===== src/rtl/rmq_pkg.sv =====
//------------------------------------------------------------------------------
// rmq_pkg
// Types, widths and helpers for the rotation matrix to quaternion core.
//------------------------------------------------------------------------------
package rmq_pkg;

	localparam int ElemW     = 16;
	localparam int CandW     = 18;
	localparam int RadW      = 31;
	localparam int RootW     = 16;
	localparam int DiffW     = 17;
	localparam int NumW      = 31;
	localparam int QuotW     = 16;
	localparam int SqrtSteps = 16;
	localparam int DivSteps  = 16;

	typedef enum logic [1:0] {
		IDX_W = 2'd0,
		IDX_X = 2'd1,
		IDX_Y = 2'd2,
		IDX_Z = 2'd3
	} idx_t;

	typedef struct packed {
		logic signed [ElemW-1:0] m00;
		logic signed [ElemW-1:0] m01;
		logic signed [ElemW-1:0] m02;
		logic signed [ElemW-1:0] m10;
		logic signed [ElemW-1:0] m11;
		logic signed [ElemW-1:0] m12;
		logic signed [ElemW-1:0] m20;
		logic signed [ElemW-1:0] m21;
		logic signed [ElemW-1:0] m22;
	} matrix_t;

	typedef struct packed {
		logic signed [ElemW-1:0] quat_w;
		logic signed [ElemW-1:0] quat_x;
		logic signed [ElemW-1:0] quat_y;
		logic signed [ElemW-1:0] quat_z;
		logic [1:0]              largest_index;
		logic                    bad_input;
	} quat_t;

	// Front-end result: bad flag, selected radicand, index and the three off-diagonal terms.
	typedef struct packed {
		logic                    bad;
		logic [1:0]              idx;
		logic [RadW-1:0]         rad;
		logic signed [DiffW-1:0] d0;
		logic signed [DiffW-1:0] d1;
		logic signed [DiffW-1:0] d2;
	} sel_t;

endpackage


===== src/rtl/rmq_sqrt.sv =====
//------------------------------------------------------------------------------
// rmq_sqrt
// Pipelined rounded square root, one result bit per stage.
//------------------------------------------------------------------------------
module rmq_sqrt (
	input  logic          clk,
	input  logic          arst_n,
	input  logic          vld_in,
	input  rmq_pkg::sel_t sel_in,
	output logic          vld_out,
	output rmq_pkg::sel_t sel_out,
	output logic [rmq_pkg::RootW-1:0] root
);
	import rmq_pkg::*;

	logic [SqrtSteps:0]             vld_p;
	sel_t                           sel_p [SqrtSteps+1];
	logic [RootW-1:0]               q_p   [SqrtSteps+1];
	logic [RadW+1:0]                rem_p [SqrtSteps+1];

	assign vld_p[0] = vld_in;
	assign sel_p[0] = sel_in;
	assign q_p[0]   = '0;
	assign rem_p[0] = (RadW+2)'(sel_in.rad);

	for (genvar i = 0; i < SqrtSteps; i++) begin : g_step
		localparam int Sh = 2 * (SqrtSteps - 1 - i);
		logic [RadW+1:0] trial;
		logic [RadW+1:0] sub;
		logic            ok;
		always_comb begin
			trial = ((RadW+2)'({q_p[i], 2'b01})) << Sh;
			ok    = rem_p[i] >= trial;
			sub   = rem_p[i] - trial;
		end
		always_ff @(posedge clk or negedge arst_n) begin
			if (!arst_n) begin
				vld_p[i+1] <= 1'b0;
			end else begin
				vld_p[i+1] <= vld_p[i];
			end
		end
		always_ff @(posedge clk) begin
			sel_p[i+1] <= sel_p[i];
			q_p[i+1]   <= {q_p[i][RootW-2:0], ok};
			rem_p[i+1] <= ok ? sub : rem_p[i];
		end
	end

	logic [RadW+1:0] rem_f;
	logic [RootW-1:0] q_f;
	assign rem_f = rem_p[SqrtSteps];
	assign q_f   = q_p[SqrtSteps];

	always_ff @(posedge clk or negedge arst_n) begin
		if (!arst_n) begin
			vld_out <= 1'b0;
		end else begin
			vld_out <= vld_p[SqrtSteps];
		end
	end

	always_ff @(posedge clk) begin
		sel_out <= sel_p[SqrtSteps];
		root    <= (rem_f > (RadW+2)'(q_f)) ? q_f + RootW'(1) : q_f;
	end

endmodule


===== config.mk =====
export PLATFORM = sky130hd
export DESIGN_NAME = rmq_sqrt
export DESIGN_NICKNAME = d
export VERILOG_FILES = /design/src/rtl/rmq_pkg.sv /design/src/rtl/rmq_sqrt.sv
export SDC_FILE = /design/constraint.sdc
export NUM_CORES = 2
export LEC_CHECK = 0
export BUFFER_PORTS_ARGS = -buffer_cell sky130_fd_sc_hd__buf_2
export CAP_MARGIN = 20
export CORE_UTILIZATION = 64
export CTS_CLUSTER_SIZE = 25
export DETAILED_ROUTE_END_ITERATION = 7
export PLACE_DENSITY = 0.82
export SKIP_LAST_GASP = 1
export SLEW_MARGIN = 20
export SYNTH_ARGS = -nofsm -noshare
export SYNTH_HDL_FRONTEND = slang
export SYNTH_SLANG_ARGS = --single-unit
export TNS_END_PERCENT = 5

===== constraint.sdc =====
create_clock -name clk -period 8 [get_ports clk]
set_clock_uncertainty 0.05 [all_clocks]
set_input_delay 0 -clock clk [delete_from_list [all_inputs] [get_ports clk]]
set_output_delay 0 -clock clk [all_outputs]
set_load 0.1 [all_outputs]

==> results.toml <==
[sta]
fin_crit_sh = 0.473
fmax_ghz = 0.264
hold_viol_final = 0
finalSetupViolCount = 0
slew_violations = 0
rsz0062_at_grt = "no"
fin_crit_ps = 3790
timing.setup.tns_ps = 0
slew_headroom = 0.293
tightestPinTransition_ps = 1030

[synthesis]
synthArstFlopShare = 0.00894
synthFlopType = "dfxtp_1"
synth_area_um2 = 50700
ys_ff_latch = 1901
syn_avg_cell_area_um2 = 13.3
synthCells = 3814
netlist.area_leader.share = 0.744
ys_warn_count = 0
ys_seq_area_frac = 0.753
synth_cell_types = 86
synth_area_leaders = "dfxtp_1 (74%), ha_1 (4.1%), xnor2_1 (2.4%)"
synth_edf_count = 0
yosysTopAreaCell = "dfxtp_1"

[cells_and_area]
fill_cells = 4488
final_util = 0.777
final_nets = 4564
multi_input_area_um2 = 11600
drive_gt1_frac = 0.118
syn_to_final_growth_pct = 19.4
seq_area_um2 = 38100

[clock_tree]
clkLatencyLatePin_ps = 740
ctsHtreeMaxLevel = 4
tritoncts_num_sinks = 1901
cts_root_buf = "clkbuf_16"
cts_tree = "built"
post_cts_buffers = 0
clkTransAtPathRegs_ps = 60
numCtsBuffers = 168
clock_path_buffers = 3

[setup_path]
path_cells = "inv_1 -> ha_1 -> o21ai_0 -> a2111oi_0 -> nor3_1 -> o21ai_2 -> nand2_1 -> nor4_1 -> xor2_1"
worstSetupStartpoint = "g_step[10].trial[12]"
crit_path_end_kind = "flop"
cp_max_fo = 25
max_stage_delay_ps = 930
critPathKind = "reg2reg"
cpMaxStageDelayCell = "a2111oi_0"
crit_arrival_ps = 4380
cp.required_ps = 8600
r2r_start = "g_step[10].trial[12]"
cp-start-kind = "flop"

[route]
drc = 0
wire_per_inst_um = 16.7
ant_nets = 0
vias = 27796
drt_iter0_markers = 1241
routed_wl_um = 91600
drt-pass1-iter-count = 7
vias_per_cell = 5.06

[die]
coreArea_um2 = 77800
ios = 190
die_w_um = 283
dieArea_um2 = 80300
rows = 102
die_h_um = 283
start_util = 0.651

[hold_path]
hp-class = "reg2reg"
hp-start = "sel_p[795]"

[power_and_ir_drop]
ir_drop_mv = 0.301
p_per_area_nw_per_um2 = 372
p_leak_nw = 26.8

[job]
maxCapViolCount = 0

[global_route]
antenna_found_initial = 2
grt_overflow = 0
grt_max_degree = 37
grt_pass1_vias = 29352
grt_pass1_wl_um = 146000
track_usage = 0.228

[placed_design]
port-buffer-count = 189
gp_congestion = 0.936
hpwl_um = 53500

[run_status]
status = "complete, no violations"
state kept, by name, indices dropped and copies added (netlist names):
signal        count
g_step.trial    120
q_f              16
rem_f            33
rem_p           460
root             16
sel_out          85
sel_p          1154
vld_out           1
vld_p            16
metal layers:
| layer | wire length, um | track usage | share of wire |
|---|---|---|---|
| met2 | 50900 | 0.450 | 0.56 |
| met3 | 3460 | 0.0395 | 0.038 |
| met4 | 3580 | 0.111 | 0.039 |
| met5 | 0 | 0 | 0 |
| met1 | 33600 | 0.226 | 0.37 |
synth_stat cells (30+ instances only):
library cell and count:
nand2b_1 41, nor2_1 163, nand3_1 55, nand4_1 38
inv_1 194, dfxtp_1 1884, a21o_1 34, o21ai_0 118
nand2_1 155, nor4_1 91, ha_1 167, o21a_1 30
xor2_1 120, nor3_1 77, a21oi_1 125, xnor2_1 136
critical path, delay by kind of cell (launching register included):
| family | cells | cell delay [ps] |
|---|---|---|
| DFF | 1 | 320 |
| and+or+nand+nor | 3 | 830 |
| adders and majority gates | 1 | 330 |
| xor gates and xnor gates | 1 | 180 |
| AOI/OAI and AO/OA | 3 | 1950 |
| buffers and inverters | 1 | 50 |
cells by family after synthesis:
logic type / after synthesis / synth area share
DFF: 1901 / 0.753
muxes: 20 / 0.00452
and+or+nand+nor: 800 / 0.0853
other: 1 / 0.0000740
buffers and inverters: 242 / 0.0190
AOI/OAI and AO/OA: 427 / 0.0527
xor gates and xnor gates: 256 / 0.0443
adders and majority gates: 167 / 0.0412
timing repair:
item / CTS / global route
gates resized for setup: 0 / 0
endpoints found under the hold margin: 104 / 0
hold buffers: 174 / 0
placed cells by master, fill, tap and decap left out, types with 11 or more instances in the layout:
master / instances
dfxtp_1: 1884
inv_1: 194
buf_2: 189
dlygate4sd3_1: 174
clkbuf_16: 168
ha_1: 167
nor2_1: 163
nand2_1: 155
xnor2_1: 136
a21oi_1: 125
xor2_1: 120
o21ai_0: 118
nor4_1: 91
nor3_1: 76
nand3_1: 55
nand2b_1: 41
nand4_1: 38
clkbuf_8: 36
a21o_1: 34
clkbuf_1: 31
o21a_1: 30
or4_1: 26
nor2b_1: 26
or3_1: 26
clkinv_2: 24
bufinv_16: 20
nor4b_1: 18
dfrtp_1: 17
nand3b_1: 15
mux2_2: 15
a211oi_1: 14
o31ai_1: 13
a31oi_1: 13
and3_1: 11
clkinv_16: 11
report_power, final:
part	switching (W)	internal, W	total (W)
Clock	0.00352	0.00492	0.00844
Combinational	0.00160	0.00120	0.00279
Sequential	0.000708	0.0106	0.0113
stage by stage:
stage                     hold slack, ps  cells  setup slack (ps)  area (um^2)  total power [W]
after CTS                            240   5487              4220        60500           0.0226
after global routing                 247   5488              3940        60500           0.0235
after detailed placement            -118   5005              4360        52700           0.0141
after floorplan                     -346   3815              5360        50700           0.0134
after global placement              -130   5005              4410        52700           0.0140
final                                250   5488              4210        60500           0.0225
final cells by class:
cell class                 count  share of cell area
sequential                  1901               0.630
timing repair buffer         367              0.0449
clock inverter                73              0.0200
clock buffer                 235              0.0796
inverter                     199              0.0123
antenna                        1           0.0000414
tap                         1040              0.0215
multi-input combinational   1672               0.191
path summary, 6_finish.rpt:
| kind | endpoint | slack (ps) | depth (start not counted) |
|---|---|---|---|
| min | sel_p[710] | 250 | 0 |
| max in group asynchronous | vld_p[2] | 7060 | 3 |
| max | rem_p[195] | 4210 | 9 |
| max reg2reg | rem_p[195] | 4210 | 9 |
| min reg2reg | sel_p[710] | 250 | 0 |
| min in group asynchronous | vld_p[7] | 370 | 3 |
(Power assumes the default switching activity.)
