===== config.mk =====
export PLATFORM = sky130hd
export DESIGN_NAME = rmq_select
export DESIGN_NICKNAME = d
export VERILOG_FILES = /design/src/rtl/rmq_pkg.sv /design/src/rtl/rmq_select.sv
export SDC_FILE = /design/constraint.sdc
export NUM_CORES = 1
export LEC_CHECK = 0
export BUFFER_PORTS_ARGS = -buffer_cell sky130_fd_sc_hd__buf_2
export CORE_MARGIN = 5
export CORE_UTILIZATION = 59
export CTS_BUF_LIST = sky130_fd_sc_hd__clkbuf_16
export DETAILED_ROUTE_END_ITERATION = 8
export PLACE_DENSITY_LB_ADDON = 0.3
export SETUP_SLACK_MARGIN = 0.4
export SLEW_MARGIN = 5
export SYNTH_ARGS = -nofsm -noshare
export SYNTH_HDL_FRONTEND = slang
export SYNTH_SLANG_ARGS = --single-unit

===== constraint.sdc =====
create_clock -name clk -period 0.8 [get_ports clk]
set_clock_uncertainty 0.1 [all_clocks]
set_input_delay 0.16 -clock clk [delete_from_list [all_inputs] [get_ports clk]]
set_output_delay 0.16 -clock clk [all_outputs]
set_load 0.01 [all_outputs]

===== src/rtl/rmq_pkg.sv =====
//------------------------------------------------------------------------------
// rmq_pkg
// Types, widths and helpers for the rotation matrix to quaternion core.
//------------------------------------------------------------------------------
package rmq_pkg;

	localparam int ElemW     = 16;
	localparam int CandW     = 18;
	localparam int RadW      = 31;
	localparam int RootW     = 16;
	localparam int DiffW     = 17;
	localparam int NumW      = 31;
	localparam int QuotW     = 16;
	localparam int SqrtSteps = 16;
	localparam int DivSteps  = 16;

	typedef enum logic [1:0] {
		IDX_W = 2'd0,
		IDX_X = 2'd1,
		IDX_Y = 2'd2,
		IDX_Z = 2'd3
	} idx_t;

	typedef struct packed {
		logic signed [ElemW-1:0] m00;
		logic signed [ElemW-1:0] m01;
		logic signed [ElemW-1:0] m02;
		logic signed [ElemW-1:0] m10;
		logic signed [ElemW-1:0] m11;
		logic signed [ElemW-1:0] m12;
		logic signed [ElemW-1:0] m20;
		logic signed [ElemW-1:0] m21;
		logic signed [ElemW-1:0] m22;
	} matrix_t;

	typedef struct packed {
		logic signed [ElemW-1:0] quat_w;
		logic signed [ElemW-1:0] quat_x;
		logic signed [ElemW-1:0] quat_y;
		logic signed [ElemW-1:0] quat_z;
		logic [1:0]              largest_index;
		logic                    bad_input;
	} quat_t;

	// Front-end result: bad flag, selected radicand, index and the three off-diagonal terms.
	typedef struct packed {
		logic                    bad;
		logic [1:0]              idx;
		logic [RadW-1:0]         rad;
		logic signed [DiffW-1:0] d0;
		logic signed [DiffW-1:0] d1;
		logic signed [DiffW-1:0] d2;
	} sel_t;

endpackage


===== src/rtl/rmq_select.sv =====
//------------------------------------------------------------------------------
// rmq_select
// Forms the four candidates, picks the largest and the off-diagonal terms.
//------------------------------------------------------------------------------
module rmq_select (
	input  logic            clk,
	input  logic            arst_n,
	input  logic            vld_in,
	input  rmq_pkg::matrix_t mat,
	output logic            vld_s1,
	output rmq_pkg::sel_t   sel_s1
);
	import rmq_pkg::*;

	logic signed [CandW-1:0] a00, a11, a22, c0, c1, c2, c3, best;
	logic [1:0]              idx;
	logic signed [CandW:0]   r;
	sel_t                    nx;

	always_comb begin
		a00 = CandW'(mat.m00);
		a11 = CandW'(mat.m11);
		a22 = CandW'(mat.m22);
		c0 = a00 + a11 + a22;
		c1 = a00 - a11 - a22;
		c2 = a11 - a00 - a22;
		c3 = a22 - a00 - a11;
		best = c0;
		idx = IDX_W;
		if (c1 > best) begin
			best = c1;
			idx = IDX_X;
		end
		if (c2 > best) begin
			best = c2;
			idx = IDX_Y;
		end
		if (c3 > best) begin
			best = c3;
			idx = IDX_Z;
		end
		r = (CandW+1)'(best) + (CandW+1)'(16384);
		nx.bad = (r <= 0);
		nx.idx = idx;
		nx.rad = {r[16:0], 12'd0, 2'd0} >> 2;
		unique case (idx)
			IDX_W: begin
				nx.d0 = DiffW'(mat.m12) - DiffW'(mat.m21);
				nx.d1 = DiffW'(mat.m20) - DiffW'(mat.m02);
				nx.d2 = DiffW'(mat.m01) - DiffW'(mat.m10);
			end
			IDX_X: begin
				nx.d0 = DiffW'(mat.m12) - DiffW'(mat.m21);
				nx.d1 = DiffW'(mat.m01) + DiffW'(mat.m10);
				nx.d2 = DiffW'(mat.m20) + DiffW'(mat.m02);
			end
			IDX_Y: begin
				nx.d0 = DiffW'(mat.m20) - DiffW'(mat.m02);
				nx.d1 = DiffW'(mat.m01) + DiffW'(mat.m10);
				nx.d2 = DiffW'(mat.m12) + DiffW'(mat.m21);
			end
			default: begin
				nx.d0 = DiffW'(mat.m01) - DiffW'(mat.m10);
				nx.d1 = DiffW'(mat.m20) + DiffW'(mat.m02);
				nx.d2 = DiffW'(mat.m12) + DiffW'(mat.m21);
			end
		endcase
	end

	always_ff @(posedge clk or negedge arst_n) begin
		if (!arst_n) begin
			vld_s1 <= 1'b0;
		end else begin
			vld_s1 <= vld_in;
		end
	end

	always_ff @(posedge clk) begin
		sel_s1 <= nx;
	end

endmodule


==> flow_summary.toml, run 1 <==
[yosys]
synth.yosys.warnings = 0
asyncSetResetFlopFracSynth = 0.0139
syn_area_um2 = 13000
netlist_top_cells_area = "sky130_fd_sc_hd__ha_1 20%, sky130_fd_sc_hd__dfxtp_1 11%, sky130_fd_sc_hd__fa_1 11%"
yosysUniqueCellTypes = 87
synth_seq_cells = 72
synthMostInstantiatedCell = "sky130_fd_sc_hd__inv_1"
synth_top_cell_area_share = 0.202
synth.yosys.seq_area_share = 0.111
postSynthAreaPerCell_um2 = 7.93
synthesis.instances = 1644
synth_cell_count_leaders = "224 x sky130_fd_sc_hd__inv_1, 210 x sky130_fd_sc_hd__ha_1, 158 x sky130_fd_sc_hd__a21oi_1, 116 x sky130_fd_sc_hd__nor2_1, 103 x sky130_fd_sc_hd__xnor2_1"
synth_edf_count = 0
synth_top_cell_by_area = "sky130_fd_sc_hd__ha_1"
ys.flop_type = "sky130_fd_sc_hd__dfxtp_1"

[status]
status = "stopped before the end"
lastStage = "global routing"
first-error = "[ERROR GRT-0116] Global routing finished with congestion. Check the congestion regions in the DRC Viewer."

[die]
pin_count = 233
initial_core_util = 0.599
core.rowCount = 54
die_height_um = 159
chipWidth_um = 159

[global_route]
grt_start_max_net_pins = 26
grt_usage = 0.920
global_route_wire_length_before_repair_um = 171000
grt_remaining_overflow = 1858
number_of_global_route_vias_before_repair = 24600

[placed_design]
detailedPlacementHpwl_um = 44000
portBuffers = 218
place_worst_setup_slack_ns = -9.85
post_dp_cell_area_um2 = 19100
finalWeightedCongestion = 1.03

[clock_network]
clock-root-buffer = "sky130_fd_sc_hd__clkbuf_16"
htreeDepth = 3
buffer_depth_of_the_longest_clock_path = 2
tritoncts.num_buffers = 9
tritoncts_num_sinks = 72
routing by layer:
layer,GRT usage,GRT overflow
met5,0.734,30
met4,0.799,306
met3,0.854,219
met2,1.06,933
met1,0.906,370
stage by stage:
step           TNS, ns  hold WS (ns)  instances
2_1_floorplan  -563.50        -0.236       1657
3_3_place_gp   -589.59        -0.165       2709
3_5_place_dp   -639.83        -0.164       2709
4_1_cts        -636.03        -0.179       2773
kinds of logic after synthesis:
| logic type | synth area share |
|---|---|
| compound gates | 0.244 |
| simple gates | 0.129 |
| fa+ha+maj | 0.313 |
| buf+inv | 0.0872 |
| xor+xnor | 0.0860 |
| flops | 0.111 |
| mux | 0.0298 |
| other cells | 0.000288 |
what timing repair did:
action | in CTS
resized for setup | 253
hold endpoints to repair | 2
setup endpoints to repair | 143
pin swaps | 50
buffers inserted | 36
hold buffers | 1
cloned | 11
==> run 2, diff against run 1 <==
--- a/config.mk
+++ b/config.mk
@@ -7,11 +7,9 @@
 export LEC_CHECK = 0
 export BUFFER_PORTS_ARGS = -buffer_cell sky130_fd_sc_hd__buf_2
 export CORE_MARGIN = 5
-export CORE_UTILIZATION = 59
-export CTS_BUF_LIST = sky130_fd_sc_hd__clkbuf_16
+export CORE_UTILIZATION = 40
 export DETAILED_ROUTE_END_ITERATION = 8
-export PLACE_DENSITY_LB_ADDON = 0.3
-export SETUP_SLACK_MARGIN = 0.4
+export PLACE_DENSITY_LB_ADDON = 0.15
 export SLEW_MARGIN = 5
 export SYNTH_ARGS = -nofsm -noshare
 export SYNTH_HDL_FRONTEND = slang
==> flow_summary.toml, run 2 <==
[sta]
final.setup.worst_slack_ns = -8.86
setup_tns_ns = -606.61
timing.final.setup_violations = 143
max_freq_mhz = 103
final.min_clock_period_ns = 9.66
final_max_slew_viol_count = 0
rsz_0062_raised_after_global_routing = "yes"
relSlewSlack = 0.538
max_slew.worst_pin.slew_ns = 0.687
finalHoldViolations = 0
post-route-period-util = 12.1

[yosys]
netlist_top_cells_area = "sky130_fd_sc_hd__ha_1 20%, sky130_fd_sc_hd__dfxtp_1 11%, sky130_fd_sc_hd__fa_1 11%"
synthMostInstantiatedCell = "sky130_fd_sc_hd__inv_1"
postSynthAreaPerCell_um2 = 7.93
synthesis.instances = 1644
synth.yosys.seq_area_share = 0.111
asyncSetResetFlopFracSynth = 0.0139
synth.yosys.warnings = 0
synth_top_cell_by_area = "sky130_fd_sc_hd__ha_1"
syn_area_um2 = 13000
synth_edf_count = 0
ys.flop_type = "sky130_fd_sc_hd__dfxtp_1"
yosysUniqueCellTypes = 87
synth_seq_cells = 72
synth_cell_count_leaders = "224 x sky130_fd_sc_hd__inv_1, 210 x sky130_fd_sc_hd__ha_1, 158 x sky130_fd_sc_hd__a21oi_1, 116 x sky130_fd_sc_hd__nor2_1, 103 x sky130_fd_sc_hd__xnor2_1"
synth_top_cell_area_share = 0.202

[drt]
routed_wirelength_um = 47700
drt_first_pass_iters = 5
drt_wl_cell_um = 15.9
dr_total_vias = 15000
drc = 0
route.antenna.remaining_nets = 0
route.detailed.vias_per_inst = 4.98
dr.first_iter.drc_count = 723

[worst_setup_path]
data_arrival_time_at_the_worst_slack_endpoint_ns = 9.87
criticalPathCategory = "in -> reg"
crit_top_cell = "sky130_fd_sc_hd__a21o_1"
critical-path-slowest-cell = "sky130_fd_sc_hd__fa_2"
timing.critical_path.slowest_cell_delay_ns = 0.61
setup.worst_path.start = "mat[2]"
worst_setup_path_start_kind = "primary input"
cp_max_fo = 15
critPathCaptureType = "register"
crit_required_ns = 1.00

[layout]
seqCellArea_um2 = 1500
top_regs = "sel_s1 (71), vld_s1 (1)"
fill_cells = 2657
layout.cells.most_common = "sky130_fd_sc_hd__buf_4"
regMostFlops = "sel_s1"
area_delta_synth_final_pct = 68.8
layout-drive-gt1-share = 0.459
fin_util = 0.680
fin_nets = 2984
largest_register_ff_count = 71
layout_common_cells = "650 x sky130_fd_sc_hd__buf_4, 219 x sky130_fd_sc_hd__inv_1, 203 x sky130_fd_sc_hd__ha_1, 172 x sky130_fd_sc_hd__buf_2, 135 x sky130_fd_sc_hd__a21oi_1"
multi_input_combinational_cell_area_um2 = 11400

[die]
initial_core_util = 0.402
fp.coreArea_um2 = 32400
die_height_um = 190
pin_count = 233
core.rowCount = 66
fp.dieArea_um2 = 36300
chipWidth_um = 190

[global_route]
use_met1 = 0.329
grt.met2_usage = 0.427
grt_remaining_overflow = 0
number_of_global_route_vias_before_repair = 15200
antenna_found_initial = 2
grt_start_max_net_pins = 31
grt_busiest_layer = "met2"
globalRouteMet3Util = 0.0366
grt_usage = 0.249
global_route_wire_length_before_repair_um = 73700

[hold_path]
min-delay-path-class = "in -> async"

[clock_network]
clock-root-buffer = "sky130_fd_sc_hd__clkbuf_16"
tritoncts_num_sinks = 72
cts_tree = "done"
tritoncts.num_buffers = 9
htreeDepth = 3
buffer_depth_of_the_longest_clock_path = 2
cts.clk_slew.worst_paths_ns = 0.07

[status]
status = "complete, but fails checks"
failed_checks = "negative setup slack"

[placed_design]
detailedPlacementHpwl_um = 38500
finalWeightedCongestion = 0.927
portBuffers = 218
place_worst_setup_slack_ns = -9.59

[job]
max_cap_viol_count = 0
-- run 2: area by class of cell --
| class | count | share of cell area |
|---|---|---|
| timing repair buffer | 942 | 0.332 |
| multi-input combinational | 1306 | 0.519 |
| tap | 442 | 0.0251 |
| sequential | 72 | 0.0682 |
| antenna | 1 | 0.000114 |
| clock inverter | 6 | 0.00626 |
| inverter | 225 | 0.0384 |
| clock buffer | 10 | 0.0109 |
-- run 2: routing by layer --
layer  part of all wire  vias up
li1                   -     7479
met1               0.45     7048
met2               0.48      359
met3              0.048       74
met4              0.024        4
met5            0.00057        -
-- run 2: critical path: cells and delay by family --
kind                       cells  cell delay, ns
AOI/OAI and AO/OA             23            3.76
xor gates and xnor gates       1            0.17
adders and majority gates      6            1.89
buffers and inverters          6            0.98
muxes                          2            0.65
and+or+nand+nor               14            2.21
-- run 2: metrics by stage --
step                cells  area, µm²  hold slack, ns
floorplan            1657      13400          -0.236
finish               3004      22000          0.0117
detailed placement   2923      19600          -0.161
global route         3003      22000         0.00813
global placement     2923      19600          -0.165
CTS                  2975      21000        -0.00780
-- run 2: cells by family after synthesis --
group	Yosys count	share of synthesized area
flip-flops	72	0.111
AO/OA/AOI/OAI	492	0.244
adder cells (fa/ha/maj)	284	0.313
XOR/XNOR	124	0.0860
multiplexers	37	0.0298
other	1	0.000288
AND/OR/NAND/NOR	354	0.129
buffers and inverters	280	0.0872
-- run 2: worst max path at each step --
stage,endpoint,depth (start not counted)
finish,sel_s1[84],52
global route,sel_s1[84],56
CTS,sel_s1[84],51
detailed placement,sel_s1[84],55
global placement,sel_s1[84],56
floorplan,sel_s1[84],58
-- run 2: timing repair --
| item | 4_1_cts | 5_1_grt |
|---|---|---|
| gates resized for setup | 187 | 163 |
| setup endpoints to repair | 143 | 143 |
| endpoints found under the hold margin | 2 | 0 |
| buffers inserted | 33 | 33 |
| gates cloned | 4 | 3 |
| pin swaps | 33 | 23 |
| hold buffers | 2 | 0 |
Power of run 2 is not shown: default switching activity piles up to over one toggle a cycle in this logic, so the estimate is an artifact.
==> run 3, diff against run 2 <==
--- a/config.mk
+++ b/config.mk
@@ -7,7 +7,7 @@
 export LEC_CHECK = 0
 export BUFFER_PORTS_ARGS = -buffer_cell sky130_fd_sc_hd__buf_2
 export CORE_MARGIN = 5
-export CORE_UTILIZATION = 40
+export CORE_UTILIZATION = 32
 export DETAILED_ROUTE_END_ITERATION = 8
 export PLACE_DENSITY_LB_ADDON = 0.15
 export SLEW_MARGIN = 5
==> flow_summary.toml, run 3 (synthesis results as in run 2) <==
[drt]
route.antenna.remaining_nets = 0
routed_wirelength_um = 50100
route.detailed.vias_per_inst = 4.79
drt_first_pass_iters = 5
drc = 0
drt_wl_cell_um = 16.2
dr.first_iter.drc_count = 556
dr_total_vias = 14800

[hold_path]
min-delay-path-class = "in -> async"

[worst_setup_path]
criticalPathCategory = "in -> reg"
cp_max_fo = 4
crit_required_ns = 0.99
critical-path-slowest-cell = "sky130_fd_sc_hd__fa_2"
worst_setup_path_start_kind = "primary input"
critical_path_buf_inv_count = 21
critical_path_sink = "sel_s1[84]"
data_arrival_time_at_the_worst_slack_endpoint_ns = 10.07
critPathCaptureType = "register"
setup.worst_path.start = "mat[130]"
gate_family_responsible_for_the_most_delay_along_the_worst_path = "compound AO/OA/AOI/OAI gates"
timing.critical_path.depth = 60
crit_top_cell = "sky130_fd_sc_hd__buf_4"
timing.critical_path.slowest_cell_delay_ns = 0.61

[clock_network]
cts.clk_slew.worst_paths_ns = 0.07
tritoncts_num_sinks = 72
htreeDepth = 3
buffer_depth_of_the_longest_clock_path = 2
clock-root-buffer = "sky130_fd_sc_hd__clkbuf_16"
tritoncts.num_buffers = 9
cts_tree = "done"

[layout]
layout.cells.most_common = "sky130_fd_sc_hd__buf_4"
regMostFlops = "sel_s1"
fill_cells = 3858
multi_input_combinational_cell_area_um2 = 11500
area_delta_synth_final_pct = 70.5
stdcell_count = 3095
layout_common_cells = "658 x sky130_fd_sc_hd__buf_4, 217 x sky130_fd_sc_hd__inv_1, 204 x sky130_fd_sc_hd__ha_1, 162 x sky130_fd_sc_hd__buf_2, 136 x sky130_fd_sc_hd__a21oi_1"
fin_nets = 2983
top_regs = "sel_s1 (71), vld_s1 (1)"
layout-drive-gt1-share = 0.463
seqCellArea_um2 = 1510
largest_register_ff_count = 71

[sta]
max_slew.worst_pin.slew_ns = 0.669
finalHoldViolations = 0
final_max_slew_viol_count = 0
final.min_clock_period_ns = 9.88
post-route-period-util = 12.4
final.setup.worst_slack_ns = -9.08
timing.final.setup_violations = 143
relSlewSlack = 0.551
max_freq_mhz = 101
rsz_0062_raised_after_global_routing = "yes"

[global_route]
global_route_wire_length_before_repair_um = 77400
grt_usage = 0.214
grt_start_max_net_pins = 31
number_of_global_route_vias_before_repair = 15200
antenna_found_initial = 6
grt_remaining_overflow = 0

[die]
die_height_um = 212
initial_core_util = 0.321
core.rowCount = 74
chipWidth_um = 212
fp.coreArea_um2 = 40600
pin_count = 233
fp.dieArea_um2 = 44900

[placed_design]
finalWeightedCongestion = 0.874
detailedPlacementHpwl_um = 40600
portBuffers = 218
placed_cells = 3004

[status]
status = "complete, but fails checks"
failed_checks = "negative setup slack"

[job]
max_cap_viol_count = 0
[run 3: how the worst min path moves through the flow]
stage | slack, ns | from | to
6_report | 0.01 | arst_n | vld_s1
5_1_grt | 0.02 | arst_n | vld_s1
4_1_cts | -0.005 | arst_n | vld_s1
3_5_place_dp | -0.16 | arst_n | vld_s1
3_3_place_gp | -0.17 | arst_n | vld_s1
2_1_floorplan | -0.24 | arst_n | vld_s1
[run 3: per-layer routing]
metal  global-route usage  vias to the layer above  wire, µm
met5                    0                        -        34
met4               0.0426                        6      1050
met3               0.0299                       63      2000
met2                0.360                      287     23400
met1                0.295                     6994     23700
li1                     -                     7479         -
[run 3: cell type report]
class,count,area share
timing repair buffer,942,0.331
clock buffer,12,0.0120
tap,532,0.0300
clock inverter,4,0.00445
antenna,3,0.000338
inverter,225,0.0380
multi-input combinational,1305,0.517
sequential,72,0.0680
[run 3: metrics by stage]
step                      hold slack, ns  setup TNS, ns  cell area [µm²]  worst slack, ns   util
after global routing              0.0188        -640.32            22200            -9.52  0.548
after detailed placement          -0.162        -628.80            19700            -9.67  0.485
after floorplan                   -0.236        -563.26            13400            -8.87      -
after global placement            -0.166        -608.89            19700            -9.33  0.485
final                             0.0134        -606.82            22200            -9.08  0.548
after CTS                       -0.00503        -592.60            21400            -8.95  0.527
[run 3: timing repair]
| item | in CTS | in global routing |
|---|---|---|
| pin swaps | 30 | 25 |
| endpoints found under the setup margin | 143 | 143 |
| hold buffers | 2 | 0 |
| gates resized for setup | 224 | 161 |
| cloned | 9 | 0 |
| setup buffers | 39 | 34 |
| endpoints found under the hold margin | 2 | 0 |
Power of run 3 is left out for the same reason.
