**config.mk**
```make
export PLATFORM = sky130hd
export DESIGN_NAME = rmq_div
export DESIGN_NICKNAME = d
export VERILOG_FILES = /design/src/rtl/rmq_pkg.sv /design/src/rtl/rmq_div.sv
export SDC_FILE = /design/constraint.sdc
export NUM_CORES = 1
export LEC_CHECK = 0
export BUFFER_PORTS_ARGS = -buffer_cell sky130_fd_sc_hd__buf_4
export CAP_MARGIN = 15
export CORE_UTILIZATION = 57
export DETAILED_ROUTE_END_ITERATION = 10
export PLACE_DENSITY = 0.72
export SLEW_MARGIN = 20
export SYNTH_ARGS = -nofsm -noshare
export SYNTH_HDL_FRONTEND = slang
export SYNTH_SLANG_ARGS = --single-unit
```
**constraint.sdc**
```tcl
create_clock -name clk -period 3.18 [get_ports clk]
set_input_delay 0.954 -clock clk [delete_from_list [all_inputs] [get_ports clk]]
set_output_delay 0.954 -clock clk [all_outputs]
set_load 0.01 [all_outputs]
```
**src/rtl/rmq_pkg.sv**
```systemverilog
//------------------------------------------------------------------------------
// rmq_pkg
// Types, widths and helpers for the rotation matrix to quaternion core.
//------------------------------------------------------------------------------
package rmq_pkg;

	localparam int ElemW     = 16;
	localparam int CandW     = 18;
	localparam int RadW      = 31;
	localparam int RootW     = 16;
	localparam int DiffW     = 17;
	localparam int NumW      = 31;
	localparam int QuotW     = 16;
	localparam int SqrtSteps = 16;
	localparam int DivSteps  = 16;

	typedef enum logic [1:0] {
		IDX_W = 2'd0,
		IDX_X = 2'd1,
		IDX_Y = 2'd2,
		IDX_Z = 2'd3
	} idx_t;

	typedef struct packed {
		logic signed [ElemW-1:0] m00;
		logic signed [ElemW-1:0] m01;
		logic signed [ElemW-1:0] m02;
		logic signed [ElemW-1:0] m10;
		logic signed [ElemW-1:0] m11;
		logic signed [ElemW-1:0] m12;
		logic signed [ElemW-1:0] m20;
		logic signed [ElemW-1:0] m21;
		logic signed [ElemW-1:0] m22;
	} matrix_t;

	typedef struct packed {
		logic signed [ElemW-1:0] quat_w;
		logic signed [ElemW-1:0] quat_x;
		logic signed [ElemW-1:0] quat_y;
		logic signed [ElemW-1:0] quat_z;
		logic [1:0]              largest_index;
		logic                    bad_input;
	} quat_t;

	// Front-end result: bad flag, selected radicand, index and the three off-diagonal terms.
	typedef struct packed {
		logic                    bad;
		logic [1:0]              idx;
		logic [RadW-1:0]         rad;
		logic signed [DiffW-1:0] d0;
		logic signed [DiffW-1:0] d1;
		logic signed [DiffW-1:0] d2;
	} sel_t;

endpackage

```
**src/rtl/rmq_div.sv**
```systemverilog
//------------------------------------------------------------------------------
// rmq_div
// Pipelined restoring divider for one scaled, rounded, saturated term.
//------------------------------------------------------------------------------
module rmq_div (
	input  logic                          clk,
	input  logic                          arst_n,
	input  logic                          vld_in,
	input  logic signed [rmq_pkg::DiffW-1:0] d,
	input  logic [rmq_pkg::RootW-1:0]     b,
	output logic signed [rmq_pkg::ElemW-1:0] q
);
	import rmq_pkg::*;

	// Numerator 2*|d|*4096 + b over divisor 2*b; quotient saturates to the signed 16-bit range.
	localparam int DvW = RootW + 1;

	logic [DivSteps:0]   vld_p;
	logic [DivSteps:0]   neg_p;
	logic [DivSteps:0]   ovf_p;
	logic [DvW-1:0]      dv_p  [DivSteps+1];
	logic [DvW:0]        rem_p [DivSteps+1];
	logic [NumW-1:0]     num_p [DivSteps+1];
	logic [QuotW-1:0]    q_p   [DivSteps+1];

	logic [DiffW-1:0] mag;
	logic [NumW-1:0]  num0;
	logic [DvW-1:0]   dv0;
	logic [NumW:0]    hi_chk;

	always_comb begin
		mag    = d[DiffW-1] ? DiffW'(-d) : d;
		num0   = (NumW'(mag) << 13) + NumW'(b);
		dv0    = {b, 1'b0};
		hi_chk = (NumW+1)'(num0 >> QuotW);
	end

	assign vld_p[0] = vld_in;
	assign neg_p[0] = d[DiffW-1];
	assign ovf_p[0] = hi_chk >= (NumW+1)'(dv0);
	assign dv_p[0]  = dv0;
	assign rem_p[0] = (DvW+1)'(num0 >> QuotW);
	assign num_p[0] = num0;
	assign q_p[0]   = '0;

	for (genvar i = 0; i < DivSteps; i++) begin : g_step
		logic [DvW:0] sh;
		logic         ok;
		always_comb begin
			sh = {rem_p[i][DvW-1:0], num_p[i][QuotW-1-i]};
			ok = sh >= (DvW+1)'(dv_p[i]);
		end
		always_ff @(posedge clk or negedge arst_n) begin
			if (!arst_n) begin
				vld_p[i+1] <= 1'b0;
			end else begin
				vld_p[i+1] <= vld_p[i];
			end
		end
		always_ff @(posedge clk) begin
			neg_p[i+1] <= neg_p[i];
			ovf_p[i+1] <= ovf_p[i];
			dv_p[i+1]  <= dv_p[i];
			num_p[i+1] <= num_p[i];
			rem_p[i+1] <= ok ? sh - (DvW+1)'(dv_p[i]) : sh;
			q_p[i+1]   <= {q_p[i][QuotW-2:0], ok};
		end
	end

	logic [QuotW-1:0] qm;
	logic             big;
	always_comb begin
		qm  = q_p[DivSteps];
		big = ovf_p[DivSteps] || (neg_p[DivSteps] ? qm > 16'd32768 : qm > 16'd32767);
	end

	always_ff @(posedge clk) begin
		if (vld_p[DivSteps]) begin
			if (neg_p[DivSteps]) begin
				q <= big ? 16'sh8000 : ElemW'(-$signed({1'b0, qm}));
			end else begin
				q <= big ? 16'sd32767 : $signed(qm);
			end
		end
	end

endmodule

```
==> results of run 1 <==
-- layer usage --
metal | track usage [%] | vias to the layer above | share of wire, %
li1 | - | 11300 | -
met1 | 31.5 | 10600 | 44
met2 | 43.6 | 495 | 48
met3 | 3.95 | 147 | 4.4
met4 | 9.81 | 0 | 3.4
met5 | 0 | - | 0
-- what timing repair did --
action,in CTS,in global routing
setup endpoints to repair,34,111
gates resized for setup,95,46
pin swaps,28,24
setup buffers,21,2
cloned,2,0
-- cell usage in the layout (no fill, tap or decap), types with 19 or more instances in the layout --
cell	n
xor2_1	47
nand2_1	172
clkbuf_16	73
o21ai_0	163
xnor2_1	116
o21a_1	53
a31oi_1	30
nor3_1	35
a21o_1	66
buf_4	212
ha_1	267
mux2_2	117
nor2b_1	48
nor4_1	24
dfxtp_1	652
a21oi_1	188
nand2b_1	42
o211ai_1	19
nor2_1	190
nand4_1	43
inv_1	325
-- how the worst min path moves through the flow --
stage                     slack (ns)  depth (start not counted)              end        from
after CTS                       0.18                          1        vld_p[13]      arst_n
after global routing            0.18                          1        vld_p[15]      arst_n
after global placement          0.31                          0          q_p[99]    q_p[114]
after floorplan                 0.31                          0  g_step[2].sh[0]  num_p[478]
after detailed placement        0.31                          0         neg_p[9]    neg_p[8]
final                           0.20                          1        vld_p[13]      arst_n
-- registers in the layout, summed over array words and instances, names as in the netlist --
| register | cells |
|---|---|
| g_step.sh | 257 |
| qm | 16 |
| neg_p | 16 |
| q | 16 |
| vld_p | 16 |
| num_p | 105 |
| q_p | 120 |
| dv_p | 124 |
| ovf_p | 16 |
-- layout make-up --
type,count,area (um^2),share of cell area [%]
repair buffers,228,1820,5.09
clock buffers,105,2090,5.85
well taps,680,851,2.38
inverters,331,1260,3.55
clock inverters,18,292,0.817
flip-flops and latches,686,14000,39.2
multi-input cells,2013,15400,43.1
-- power by group through the flow --
stage | clock network [mW] | logic [mW] | registers (mW)
after floorplan | 0 | 12.5 | 12.2
after global placement | 0 | 15.8 | 12.7
after detailed placement | 0 | 16.2 | 12.8
after CTS | 8.58 | 16.7 | 12.6
after global routing | 8.93 | 18.8 | 12.9
final | 8.41 | 16.9 | 12.6
-- cells by family after synthesis --
family	synth area share, %
DFF	46.4
buffers and inverters	4.69
adders and majority gates	12.4
other	0.0125
xor gates and xnor gates	5.00
muxes	5.05
and+or+nand+nor	11.0
AOI/OAI and AO/OA	15.4
-- critical path: stages --
cell	delay, ns
buf_12	0.11
or4_4	0.55
buf_6	0.15
o41ai_4	0.25
xor2_2	0.14
nor3_2	0.22
and4_4	0.29
nand3_4	0.09
xnor2_4	0.17
ha_4	0.29
nand4_1	0.15
or2_4	0.27
o32a_1	0.40
buf_4	0.17
buf_6	0.13
o31ai_2	0.22
-- per-stage QoR --
step	hold slack, ns	setup TNS (ns)	util, %
detailed placement	0.312	-30.39	63.0
finish	0.196	-16.47	69.0
global route	0.183	-19.33	69.0
floorplan	0.310	-21.76	-
global placement	0.310	-28.99	63.0
CTS	0.179	-16.87	68.7
==> run metrics, run 1 <==
WL/cell 16.7 um; flop2flop setup slack -0.30 ns; total clock sinks 686; Vias/cell 5.54; Layout Nets 3,655; Pwr Total 38.0 mW; ant diodes 0; P_sw 13.5 mW; io pins 52; critical path class in2reg; dominant cells by area after synthesis dfxtp_1, ha_1, mux2_2, inv_1, xnor2_1; Mapped Area 30,100 um^2; Synth top area share 43.5%; R2R Path Start qm[0]; setup ws final -0.890 ns; R2R cell count 11; hold buffers post-CTS 0; H-tree levels 3; Rel. slew slack 52.4%; clk_lat worst skew 0.61 ns; Flop pwr share 33.3%; top cell type by total area after synthesis dfxtp_1; P&R area growth vs syn 18.5%; CP endpoint g_step[1].sh[8]; EDFF count, synth 16; vias in the first global route 22,500; final WL 67,900 um; Core ar. 51,700 um^2; Final Cycle Share 128%; Internal Power 24.5 mW; Worst Max-Slew Pin Slew 0.715 ns; post-layout minimum cycle time 4.07 ns; Die Width 232 um; Overflow after GRT 0; Synth Warn # 0; final setup violation count 32; synth unique cells 76; Post-synth top cells dfxtp_1, inv_1, ha_1, a21oi_1, nor2_1; Clk pin slew, worst setup/hold paths 0.06 ns; Syn Inst Count 3,074; status finished, violations left; Routed Antenna Nets 0; worst r2r dst q[11]; first-pass GRT wire length 110,000 um; power density cells 1060 nW/um^2; top-count cell post-synth dfxtp_1; Total GRT Usage 25.3%; CTS Root Cell clkbuf_16; worst-path maximum fanout 6; Initial DRC Count 1,281; die area 53,800 um^2; register area share after synthesis 46.4%; Num CTS Buffers 70; dpl cells 3,917; row cnt 83; Min-Delay Path Class in2async; Worst Skew 0.0239 ns; maximum vdd ir drop 0.578 mV; Design Area, Final 35,700 um^2; vias after detailed routing 22,500; top_reg_cell synth dfxtp_1; Sw Share 35.5%; worst setup path startpoint d[1]; pre-CTS worst setup slack -1.67 ns; HPWL Detailed 50,800 um; crit start category input pin; Layout Cells excl Fill 4,061; Port Buffer Count 51; Initial Util 58.2%; Gate power share 44.6%; synthesized flop and latch total 686; CTS tree yes; synthesized area per cell 9.80 um^2; leak pwr 16.2 nW; drc violations 0; ys async rst share 2.33%; Die Y 232 um; placed cell area 32,600 um^2; clock buffer depth 3; largest net degree at the start of global routing 31; Req. time, crit path 3.68 ns; Placer Congestion 0.887; unrepaired setup endpoints after global routing true; CP arrival 4.57 ns; failing checks negative setup slack; pins over their slew limit 0; initial antenna violation count 0; share of cells above drive strength 1 17.1%; Clock power frac 22.1%; fillers 3,961; MaxCap Viol Count 0; DRT Pass-1 Iters 8; CP Capture Type flop; fmax 246 MHz; Final Hold Vio Count 0
Note: power is estimated with default switching activity, not from simulation.
==> run 2: changes to the inputs <==
Settings changed: CAP_MARGIN 15 to unset, REMOVE_ABC_BUFFERS set to 1.
==> run 2 against run 1 <==
Effect of this change:
- global-route usage shrank 0.24 points
- the run still ends with negative setup slack left
- largest cell class unchanged
- sequential cell count did not move
- combinational power barely moved
- critical endpoint is now g_step[1].sh[12]
- clock power is 0.6% higher
==> run metrics, run 2 (synthesis results as in run 1) <==
status finished, violations left; failing checks negative setup slack; drc violations 0 (unchanged); Finished Core Util 69.8% (+0.82 points); Port Buffer Count 51 (unchanged); most used cell, CP a21o_1; post-layout minimum cycle time 4.10 ns (+0.0264 ns); crit start category input pin; Routed Antenna Nets 0 (unchanged); CTS tree yes; Initial Util 58.2% (unchanged); Layout Cells excl Fill 4,087 (+0.64%); Worst Skew 0.0348 ns (+0.0109 ns); setup ws final -0.916 ns (-0.0264 ns); Num CTS Buffers 70 (unchanged); unrepaired setup endpoints after global routing true; R2R Path Start qm[0]; DRT Pass-1 Iters 5 (-3); total clock sinks 686 (unchanged); Final Hold Vio Count 0 (unchanged); Initial DRC Count 1,189 (-7.2%); pins over their slew limit 0 (unchanged); largest net degree at the start of global routing 31 (unchanged); leak pwr 16.4 nW (+1.1%); Largest register FFs 257 (unchanged); row cnt 83 (unchanged); vias after detailed routing 22,700 (+0.74%); Core ar. 51,700 um^2 (unchanged); Rel. slew slack 53.8% (+1.4 points); die area 53,800 um^2 (unchanged); WL/cell 16.5 um (-1.5%); CP Capture Type flop; worst path cell trace buf_8, inv_4, ha_4, nand2_2, o21ai_2, buf_4, ha_1, a21o_1, a21oi_2, buf_6, nor3_4, and4_4, nand3_4, xnor2_4, ha_4, a21o_1, a21o_1, a21o_1, a31oi_1, o32a_4, buf_6, inv_8, mux2_4; Req. time, crit path 3.66 ns (-0.02 ns); P&R area growth vs syn 19.9%; initial antenna violation count 0 (unchanged); placed cell area 32,400 um^2 (-0.45%); Vias/cell 5.54 (about the same); Min-Delay Path Class in2async; share of cells above drive strength 1 18.4% (+1.3 points); Clock power frac 22.2% (about the same); Layout Nets 3,677 (+0.60%); Die Y 232 um (unchanged); CTS Root Cell clkbuf_16; H-tree levels 3 (unchanged); Internal Power 24.5 mW (about the same); power density cells 1060 nW/um^2 (-0.79%); most common cell after layout, fill and taps aside dfxtp_1; P_sw 13.6 mW (+0.95%); worst setup path startpoint d[1]; pre-CTS worst setup slack -1.79 ns (-0.122 ns); flop2flop setup slack -0.16 ns (+0.14 ns); clock buffer depth 3 (unchanged); Worst Max-Slew Pin Slew 0.686 ns (-0.0282 ns); Gate power share 44.7% (about the same); HPWL Detailed 50,800 um (about the same); Clk pin slew, worst setup/hold paths 0.06 ns (about the same); maximum vdd ir drop 0.672 mV (+16%); critical path class in2reg; Sw Share 35.7% (+0.20 points); ant diodes 0 (unchanged); highest-count cells in the layout ignoring fill and taps dfxtp_1, inv_1, ha_1, buf_4, nor2_1; Design Area, Final 36,100 um^2 (+1.2%); slowest library cell on the worst path mux2_4; final setup violation count 30 (-6.3%); clk_lat worst skew 0.62 ns (about the same); Final Cycle Share 129% (+0.83 points); MaxCap Viol Count 0 (unchanged); worst-path maximum fanout 5 (-1); fmax 244 MHz (-0.64%); final WL 67,300 um (-0.84%); Flop pwr share 33.1% (-0.2 points); setup TNS -15.85 ns (+0.615 ns); dpl cells 3,916 (-0.026%); Total GRT Usage 25.0% (-0.24 points); vias in the first global route 22,500 (+0.080%); Die Width 232 um (unchanged); Overflow after GRT 0 (unchanged); Worst path max stage delay 0.29 ns (-0.26 ns); Placer Congestion 0.902 (+1.7%); CP arrival 4.57 ns (about the same); hold buffers post-CTS 0 (unchanged); io pins 52 (unchanged); first-pass GRT wire length 110,000 um (-0.49%); worst r2r dst q[15]; R2R cell count 10 (-1)
run 2: repair_timing:
item / 4_1_cts / 5_1_grt
cloned: 1 / 1
gates resized for setup: 110 / 90
buffers inserted: 24 / 22
setup endpoints to repair: 34 / 90
pin swaps: 40 / 53
run 2: final cells by class:
cell class                 instances  area [um^2]
timing repair inverter             1         7.51
clock inverter                    34          450
sequential                       686        14000
timing repair buffer             249         2000
inverter                         331         1250
fill                            3916        15600
clock buffer                      93         1990
multi-input combinational       2013        15600
tap                              680          851
run 2: through the flow:
stage	hold WS (ns)	total power, mW
finish	0.195	38.1
global route	0.173	40.8
floorplan	0.310	24.7
detailed placement	0.312	29.0
CTS	0.167	37.9
global placement	0.310	28.4
run 2: layer usage:
layer  GRT usage (%)  share of wire [%]  vias to the layer above
met5               0                  0                        -
met4            10.3                3.8                        0
met3            3.63                4.1                      151
met2            42.3                 47                      520
met1            31.9                 45                    10700
li1                -                  -                    11300
run 2: worst max path at each step:
stage                             endpoint  slack (ns)
after floorplan           g_step[1].sh[10]       -1.74
after global placement    g_step[1].sh[15]       -1.71
after detailed placement  g_step[1].sh[11]       -1.79
after CTS                 g_step[1].sh[13]       -0.91
after global routing      g_step[1].sh[15]       -1.01
final                     g_step[1].sh[12]       -0.92
run 2: critical path, delay by kind of cell:
family | cells | cell delay, ns
XOR/XNOR | 1 | 0.18
multiplexers | 1 | 0.29
AND/OR/NAND/NOR | 4 | 0.60
buffers and inverters | 6 | 0.56
AO/OA/AOI/OAI | 8 | 1.28
adder cells (fa/ha/maj) | 3 | 0.67
run 2: power groups by stage:
| stage | registers (mW) | logic [mW] | clock network, mW |
|---|---|---|---|
| detailed placement | 12.8 | 16.2 | 0 |
| floorplan | 12.3 | 12.4 | 0 |
| finish | 12.6 | 17.0 | 8.46 |
| global route | 12.8 | 18.9 | 8.99 |
| CTS | 12.6 | 16.6 | 8.64 |
| global placement | 12.7 | 15.7 | 0 |
==> run 3: changes to the inputs <==
Settings changed: SKIP_LAST_GASP set to 1.
==> run 3 against run 2 <==
Effect of this change:
- the flow still finishes with violations (negative setup slack)
- sequential cell count unchanged
- worst setup slack better by 0.0021 ns
- first-iteration DRC count up 8.0%
- utilization down 0.065 points
- combinational power about the same
- hold slack about the same
- sequential power about the same
- sequential share of layout area about the same
- final cell count about the same
- via count down 0.26%
- clock-buffer cell count unchanged
- critical endpoint is now g_step[1].sh[13]
- largest cell class unchanged
- highest routed layer unchanged
==> run metrics, run 3 (synthesis results as in run 1) <==
status finished, violations left; failing checks negative setup slack; worst-path maximum fanout 6 (+1); Largest register FFs 257 (unchanged); Routed Antenna Nets 0 (unchanged); Worst Max-Slew Pin Slew 0.683 ns (-0.00305 ns); WP depth 18 (-22%); Clk pin slew, worst setup/hold paths 0.06 ns (about the same); Min-Delay Path Class in2async; worst path cell trace buf_8, inv_4, ha_4, or3b_4, buf_6, o21ai_0, xnor2_1, and4_4, nand3_4, xnor2_4, ha_4, a21o_1, a21o_1, a21o_1, a31oi_1, o32a_4, clkinvlp_4, mux2_2; HPWL Detailed 50,800 um (unchanged); Core ar. 51,700 um^2 (unchanged); highest-count cells in the layout ignoring fill and taps dfxtp_1, inv_1, ha_1, buf_4, nor2_1; setup ws final -0.914 ns (+0.00207 ns); Worst Hold Slack 0.195 ns (+0.000112 ns); Initial Util 58.2% (unchanged); H-tree levels 3 (unchanged); WL/cell 16.5 um (about the same); fmax 244 MHz (about the same); DRT Pass-1 Iters 6 (+1); largest net degree at the start of global routing 31 (unchanged); Num CTS Buffers 70 (unchanged); Final Cycle Share 129% (about the same); total clock sinks 686 (unchanged); Die Y 232 um (unchanged); ant diodes 0 (unchanged); drc violations 0 (unchanged); unrepaired setup endpoints after global routing true; P&R area growth vs syn 19.8% (about the same); CP bufs+invs 4 (-2); pins over their slew limit 0 (unchanged); MaxCap Viol Count 0 (unchanged); Worst path max stage delay 0.40 ns (+0.11 ns); CP arrival 4.57 ns (about the same); most common cell after layout, fill and taps aside dfxtp_1; crit start category input pin; Vias/cell 5.53 (-0.19%); Port Buffer Count 51 (unchanged); share of cells above drive strength 1 18.3% (-0.10 points); maximum vdd ir drop 0.672 mV (about the same); Placer Congestion 0.902 (unchanged); Layout Nets 3,674 (-0.082%); CTS Root Cell clkbuf_16; Final Hold Vio Count 0 (unchanged); row cnt 83 (unchanged); post-layout minimum cycle time 4.09 ns (-0.00207 ns); io pins 52 (unchanged); slowest library cell on the worst path or3b_4; Rel. slew slack 53.3% (-0.49 points); vias after detailed routing 22,600 (-0.26%); most used cell, CP a21o_1; Pwr Total 38.1 mW (about the same); Die Width 232 um (unchanged); Design Area, Final 36,100 um^2 (about the same); Req. time, crit path 3.66 ns (about the same); power density cells 1060 nW/um^2 (about the same); R2R cell count 12 (+2); CP endpoint g_step[1].sh[13]; clock buffer depth 3 (unchanged); pre-CTS worst setup slack -1.79 ns (unchanged); Total GRT Usage 25.0% (about the same); delay-heaviest family, CP compound AO/OA/AOI/OAI gates; R2R Path Start qm[0]; hold buffers post-CTS 0 (unchanged); worst setup path startpoint d[1]; final setup violation count 33 (+10%); final WL 67,300 um (about the same); setup TNS -16.64 ns (-0.794 ns); flop2flop setup slack -0.22 ns (-0.06 ns); CTS tree yes; clk_lat worst skew 0.62 ns (about the same); leak pwr 16.4 nW (about the same); CP Capture Type flop; Overflow after GRT 0 (unchanged); Initial DRC Count 1,284 (+8.0%); placed cell area 32,400 um^2 (unchanged); critical path class in2reg; worst r2r dst q[4]; die area 53,800 um^2 (unchanged); Worst Skew 0.0364 ns (+0.00158 ns); vias in the first global route 22,500 (+0.022%); first-pass GRT wire length 110,000 um (about the same); initial antenna violation count 0 (unchanged)
-- run 3: how the worst min path moves through the flow --
stage	from	to	slack, ns
after floorplan	num_p[478]	g_step[2].sh[0]	0.31
after global placement	q_p[114]	q_p[99]	0.31
after detailed placement	neg_p[13]	neg_p[14]	0.31
after CTS	arst_n	vld_p[9]	0.17
after global routing	arst_n	vld_p[9]	0.17
final	arst_n	vld_p[11]	0.20
-- run 3: timing repair --
action                                 in CTS  in global routing
setup endpoints to repair                  34                 90
endpoints found under the hold margin       0                  0
resized for setup                         103                 96
cloned                                      1                  1
setup buffers                              24                 22
pin swaps                                  40                 58
-- run 3: per-stage QoR --
stage	cells	util (%)
global route	4084	69.7
CTS	4065	68.6
global placement	3916	62.7
finish	4084	69.7
detailed placement	3916	62.7
floorplan	3030	-
-- run 3: final cells by class --
cell class / instances / area [um^2]
Clock buffer: 93 / 1990
Clock inverter: 34 / 450
Fill cell: 3923 / 15700
Inverter: 331 / 1250
Multi-Input combinational cell: 2013 / 15600
Sequential cell: 686 / 14000
Tap cell: 680 / 851
Timing Repair Buffer: 246 / 1980
Timing Repair inverter: 1 / 7.51
-- run 3: metal layers --
layer / wire [um] / vias up / global-route usage, %
met5: 0 / - / 0
met4: 2570 / 0 / 10.3
met3: 2830 / 148 / 3.63
met2: 31800 / 523 / 42.3
met1: 30100 / 10600 / 31.9
li1: - / 11300 / -
-- run 3: report_power, final --
part           switching, mW  leakage [nW]  internal, mW
clock                   3.42          1.20          5.04
sequential              1.29          5.84          11.3
combinational           8.88          9.36          8.15
